### src/lbc_ram.sv
// Generic simple dual-port RAM: one write port, one read port with registered data.
// No dependencies.
module lbc_ram #(
	parameter int WIDTH = 8,
	parameter int DEPTH = 16
) (
	input  logic                     clk,
	input  logic                     wr_en,
	input  logic [$clog2(DEPTH)-1:0] wr_addr,
	input  logic [WIDTH-1:0]         wr_data,
	input  logic [$clog2(DEPTH)-1:0] rd_addr,
	output logic [WIDTH-1:0]         rd_data
);
	logic [WIDTH-1:0] mem_q [DEPTH];

	always_ff @(posedge clk) begin
		if (wr_en) begin
			mem_q[wr_addr] <= wr_data;
		end
		rd_data <= mem_q[rd_addr];
	end
endmodule

### config.mk
export PLATFORM = sky130hd
export DESIGN_NAME = lbc_ram
export DESIGN_NICKNAME = d
export VERILOG_FILES = /design/src/lbc_ram.sv
export SDC_FILE = /design/constraint.sdc
export NUM_CORES = 1
export LEC_CHECK = 0
export BUFFER_PORTS_ARGS = -buffer_cell sky130_fd_sc_hd__buf_4
export CAP_MARGIN = 20
export CORE_MARGIN = 1
export CORE_UTILIZATION = 40
export DETAILED_ROUTE_END_ITERATION = 10
export MAX_ROUTING_LAYER = met4
export PLACE_DENSITY = 0.63
export SLEW_MARGIN = 20
export SYNTH_ARGS = -nofsm -noshare
export SYNTH_HDL_FRONTEND = slang
export SYNTH_SLANG_ARGS = --single-unit
### constraint.sdc
create_clock -name clk -period 2.4 [get_ports clk]
set_input_delay 0.36 -clock clk [delete_from_list [all_inputs] [get_ports clk]]
set_output_delay 0.36 -clock clk [all_outputs]
set_load 0.02 [all_outputs]
==> flow_summary.yaml, run 1 <==
die:
  die_h_um: 115.4
  initial_core_util: 0.4096
  rows: 41
  dieWidth_um: 115.4
  core_sq_um: 12570
  die_area_sq_um: 13330
  ios: 26
run_status:
  status: "finished, final reports clean"
yosys:
  synth_seq_cells: 136
  synthTopCellsByCount: "128 x edfxtp_1, 18 x mux4_2, 16 x a22oi_1, 14 x mux4_1, 13 x nor2_1"
  syn_nets: 247
  yosysMostFrequentCell: "edfxtp_1"
  synth_edf_count: 128
  yosys_warnings: 0
  synth_top_area_share: 0.7467
  synthArstFlopShare: 0
  synth_top_area_cell: "edfxtp_1"
  synth_compound_area_frac: 0.02333
  syn_inst: 229
  syn_area_per_cell_sq_um: 22.48
  yosys.area_share.simple: 0.03184
  yosysSeqAreaShare: 0.7778
  synthTopCellsByArea: "edfxtp_1 75%, mux4_2 7.9%, mux4_1 7.1%"
  ys.flop_type: "edfxtp_1"
  netlist-cell-type-count: 19
  synth_area_sq_um: 5147
  synth_xor_area_frac: 0
  muxShareOfSynthArea: 0.1502
  synth-adder-area-share: 0
  synth_top_family_by_area: "multiplexers"
hold_path:
  hp-start: "wr_data[4]"
  hold_end: "mem_q[6][4]"
  hp-class: "in2reg"
  min_path_cells: 1
timing:
  slew-limit-headroom: 0.4681
  hold_viol: 0
  finalSetupViolations: 0
  worst_pin_slew_ps: 794.9
  slew_viol_final: 0
  fin_ws_ps: 902.4
  min_period_over_period: 0.6240
  timing.setup.tns_ps: 0
  min_period_ps: 1498
  grt_setup_unrepaired: "false"
  fin_skew_ps: 5.208
  clock.fmax_mhz: 667.7
drt:
  dr.pass1.iters: 4
  avgRoutedWirePerCell_um: 20.95
  vias: 2438
  drtIter0Drc: 228
  wl_mm: 9.785
  drc_errors: 0
  ant_nets: 0
  viasPerCell: 5.221
critical_path:
  critPathLaunch: "rd_addr[0]"
  r2r_end: "rd_data[1]"
  worst-endpoint-required_ps: 2700
  critPathKind: "in2reg"
  crit_arrival_ps: 1790
  reg2regPathDepth: 3
  timing.rr.start: "mem_q[4][1]"
  start_kind: "input port"
  path_max_fanout: 17
  end_kind: "flip-flop"
  rrSetupSlack_ps: 1030
placement:
  gp_congestion: 0.7203
  dp_hpwl_mm: 6.071
  io_buffers: 25
  dp_slack_ps: 446.3
clock_tree:
  cts-resized-gates: 0
  postCtsSetupRepairBufs: 0
  clockBufferDepth: 2
  cts_hold_buf: 0
  cts_sinks: 136
  root_buffer: "clkbuf_16"
  cts_tree: "built"
  clock_latency_ps: 410
  cts_made_buffers: 17
  htreeDepth: 4
  cts.clk_slew.worst_paths_ps: 60
global_route:
  grt_use_total: 0.1709
  antenna_found_initial: 0
  grt_max_degree: 33
  gr-total-overflow: 0
  grt_pass1_wl_mm: 14.91
  grt_pass1_vias: 2487
layout:
  fin_nets: 300
  antennaDiodeCount: 0
  area_delta_synth_final_pct: 20.54
  final_util: 0.4937
  fillCellCount: 1028
  drive_gt1_frac: 0.3051
power:
  peakVddDrop_mv: 0.4734
  p_leak_nw: 2.100
  power_density_nw_per_um2: 887.3
run:
  maxCapViolCount: 0
[cell type report]
cell class                      count  area [sq um]  share of cell area
Clock inverter                     13         152.6             0.02460
Timing Repair Buffer               44         342.8             0.05525
Multi-Input combinational cell     83          1057              0.1704
Tap cell                          172         215.2             0.03468
Sequential cell                   136          4004              0.6453
Clock buffer                       19         432.9             0.06977
[critical path, stage by stage]
cell	delay [ps]
buf_4	240
buf_12	220
mux4_1	590
a22oi_1	280
nand2_1	80
[metrics by stage]
stage | cell area (sq um) | total power [W] | std cells | hold WS (ps)
3_5_place_dp | 5619 | 0.002999 | 435 | 662.5
3_3_place_gp | 5619 | 0.002991 | 435 | 647.3
2_1_floorplan | 5147 | 0.002870 | 229 | 458.9
6_report | 6205 | 0.005505 | 467 | 248.4
5_1_grt | 6205 | 0.005678 | 467 | 250.5
4_1_cts | 6205 | 0.005557 | 467 | 241.4
[layout by cell type (no fill, tap or decap)]
cell type / instances
clkbuf_1: 2
nor2b_1: 1
clkinv_4: 1
nand3b_1: 2
clkinv_2: 2
inv_6: 2
a22oi_1: 16
nor2_1: 13
nand2_1: 9
buf_4: 43
and2_1: 1
dfxtp_1: 8
or3b_2: 1
nand2b_1: 2
nand3_1: 1
mux4_2: 18
bufinv_16: 3
and2b_1: 1
nor3_1: 4
clkinv_1: 3
clkbuf_16: 17
clkinvlp_4: 2
buf_12: 1
edfxtp_1: 128
mux4_1: 14
[worst max-delay path by stage]
stage | endpoint
global route | rd_data[0]
detailed placement | rd_data[2]
global placement | rd_data[2]
CTS | rd_data[2]
finish | rd_data[1]
floorplan | mem_q[0][0]
[metal layers]
| layer | track usage | vias to the layer above | share of wire |
|---|---|---|---|
| met5 | - | - | 0 |
| met4 | 0.07532 | 0 | 0.015 |
| met3 | 0.04864 | 11 | 0.052 |
| met2 | 0.2563 | 75 | 0.49 |
| met1 | 0.2181 | 1270 | 0.44 |
| li1 | - | 1082 | - |
[state kept, by name, summed over array words and instances (netlist names)]
name / flops
mem_q: 128
rd_data: 8
[report_power, final]
group          internal [W]  switching [W]  leakage [nW]
Clock               0.00162       0.000937         0.280
Combinational      0.000122       0.000153         0.596
Sequential          0.00266      0.0000136          1.22
Total               0.00440        0.00110          2.10
[cells by family (layout without fill, tap and decap cells)]
family / count (synthesis) / count (layout)
DFF: 136 / 136
muxes: 32 / 32
buffers and inverters: 10 / 76
and+or+nand+nor: 35 / 35
AOI/OAI and AO/OA: 16 / 16
(Power assumes the default switching activity.)
==> inputs of run 2 (changes only) <==
==> constraint.sdc (replaced) <==
create_clock -name clk -period 1.45 [get_ports clk]
set_input_delay 0.2175 -clock clk [delete_from_list [all_inputs] [get_ports clk]]
set_output_delay 0.2175 -clock clk [all_outputs]
set_load 0.02 [all_outputs]
==> flow_summary.yaml, run 2 (synthesis results as in run 1) <==
layout:
  antennaDiodeCount: 0
  top_regs: "mem_q: 128 flops, rd_data: 8 flops"
  final_area_sq_um: 6315
  fin_nets: 308
  area_delta_synth_final_pct: 22.68
  finalNonFillerCells: 475
  drive_gt1_frac: 0.3399
  final_cell_mix: "128 x edfxtp_1, 48 x buf_4, 18 x mux4_2"
  largest_register_ffs: 128
  mostFrequentLayoutCell: "edfxtp_1"
  regMostFlops: "mem_q"
  final_util: 0.5024
power:
  power_frac_comb: 0.054
  p_seq_frac: 0.486
  p_leak_nw: 2.156
  p_int_w: 0.007311
  power_density_nw_per_um2: 1440
  swShare: 0.1961
  switching_power_w: 0.001783
  peakVddDrop_mv: 0.7890
  p_clk_frac: 0.460
critical_path:
  start_kind: "flip-flop"
  path_max_fanout: 1
  end_kind: "flip-flop"
  critPathKind: "reg2reg"
  reg2regPathDepth: 4
  worst-endpoint-required_ps: 1740
  crit_arrival_ps: 1650
timing:
  hold_slack_ps: 113.8
  finalSetupViolations: 0
  fin_ws_ps: 92.93
  min_period_ps: 1357
  slew-limit-headroom: 0.4454
  grt_setup_unrepaired: "false"
  clock.fmax_mhz: 736.9
  fin_skew_ps: 13.47
  hold_viol: 0
  worst_pin_slew_ps: 830.1
  min_period_over_period: 0.9359
  slew_viol_final: 0
placement:
  place_area_sq_um: 5722
  dp_slack_ps: -161.4
  dpl.cell_count: 443
  io_buffers: 25
  dp_hpwl_mm: 6.366
  gp_congestion: 0.7050
die:
  rows: 41
  initial_core_util: 0.4096
  core_sq_um: 12570
  die_h_um: 115.4
  die_area_sq_um: 13330
  dieWidth_um: 115.4
  ios: 26
drt:
  vias: 2419
  viasPerCell: 5.093
  drtIter0Drc: 178
  wl_mm: 9.998
  ant_nets: 0
  dr.pass1.iters: 6
  drc_errors: 0
  avgRoutedWirePerCell_um: 21.05
clock_tree:
  cts_made_buffers: 17
  root_buffer: "clkbuf_16"
  htreeDepth: 4
  cts_sinks: 136
  cts.clk_slew.worst_paths_ps: 50
  cts_hold_buf: 0
  cts_tree: "built"
  clock_latency_ps: 410
  clockBufferDepth: 2
run:
  maxCapViolCount: 0
global_route:
  gr-total-overflow: 0
  grt_max_degree: 17
  grt_pass1_vias: 2549
  grt_pass1_wl_mm: 14.89
  grt_use_total: 0.1735
  antenna_found_initial: 0
run_status:
  status: "finished, final reports clean"
hold_path:
  hp-class: "in2reg"
  min_path_cells: 1
[run 2: path summary, 6_finish.rpt]
check | from | endpoint | slack [ps]
setup / recovery | mem_q[11][0] | rd_data[0] | 90
hold / removal | wr_data[5] | mem_q[13][5] | 110
setup reg to reg | mem_q[11][0] | rd_data[0] | 90
hold reg to reg | mem_q[4][1] | rd_data[1] | 660
[run 2: stage by stage]
stage,total power [W],TNS (ps)
2_1_floorplan,0.004751,-943.0
3_3_place_gp,0.004988,-1818
3_5_place_dp,0.004997,-1958
4_1_cts,0.009187,0
5_1_grt,0.009402,0
6_report,0.009094,0
[run 2: layout make-up]
class / count / area [sq um]
Clock inverter: 13 / 155.1
Tap cell: 172 / 215.2
Multi-Input combinational cell: 83 / 1067
Clock buffer: 19 / 432.9
Timing Repair Buffer: 52 / 440.4
Fill cell: 984 / 6254
Sequential cell: 136 / 4004
[run 2: repair_timing]
item	CTS	global route
setup buffers	0	0
gates resized for setup	0	1
endpoints found under the hold margin	0	0
endpoints found under the setup margin	0	1
[run 2: power by group through the flow]
stage,Clock (W),Sequential [W],Combinational (W)
6_report,0.00418,0.00442,0.000489
2_1_floorplan,0,0.00453,0.000223
4_1_cts,0.00427,0.00442,0.000498
3_3_place_gp,0,0.00450,0.000489
5_1_grt,0.00444,0.00443,0.000532
3_5_place_dp,0,0.00450,0.000494
[run 2: routing by layer]
metal	GRT usage	vias up	wire (um)
li1	-	1098	-
met1	0.2122	1241	4097
met2	0.2611	74	5074
met3	0.05858	6	720
met4	0.08052	0	106
met5	-	-	0
[run 2: critical path, stage by stage, from the launching register on]
cell	delay, ps
edfxtp_1	370
mux4_2	470
a22oi_1	200
buf_4	150
nand2_1	40
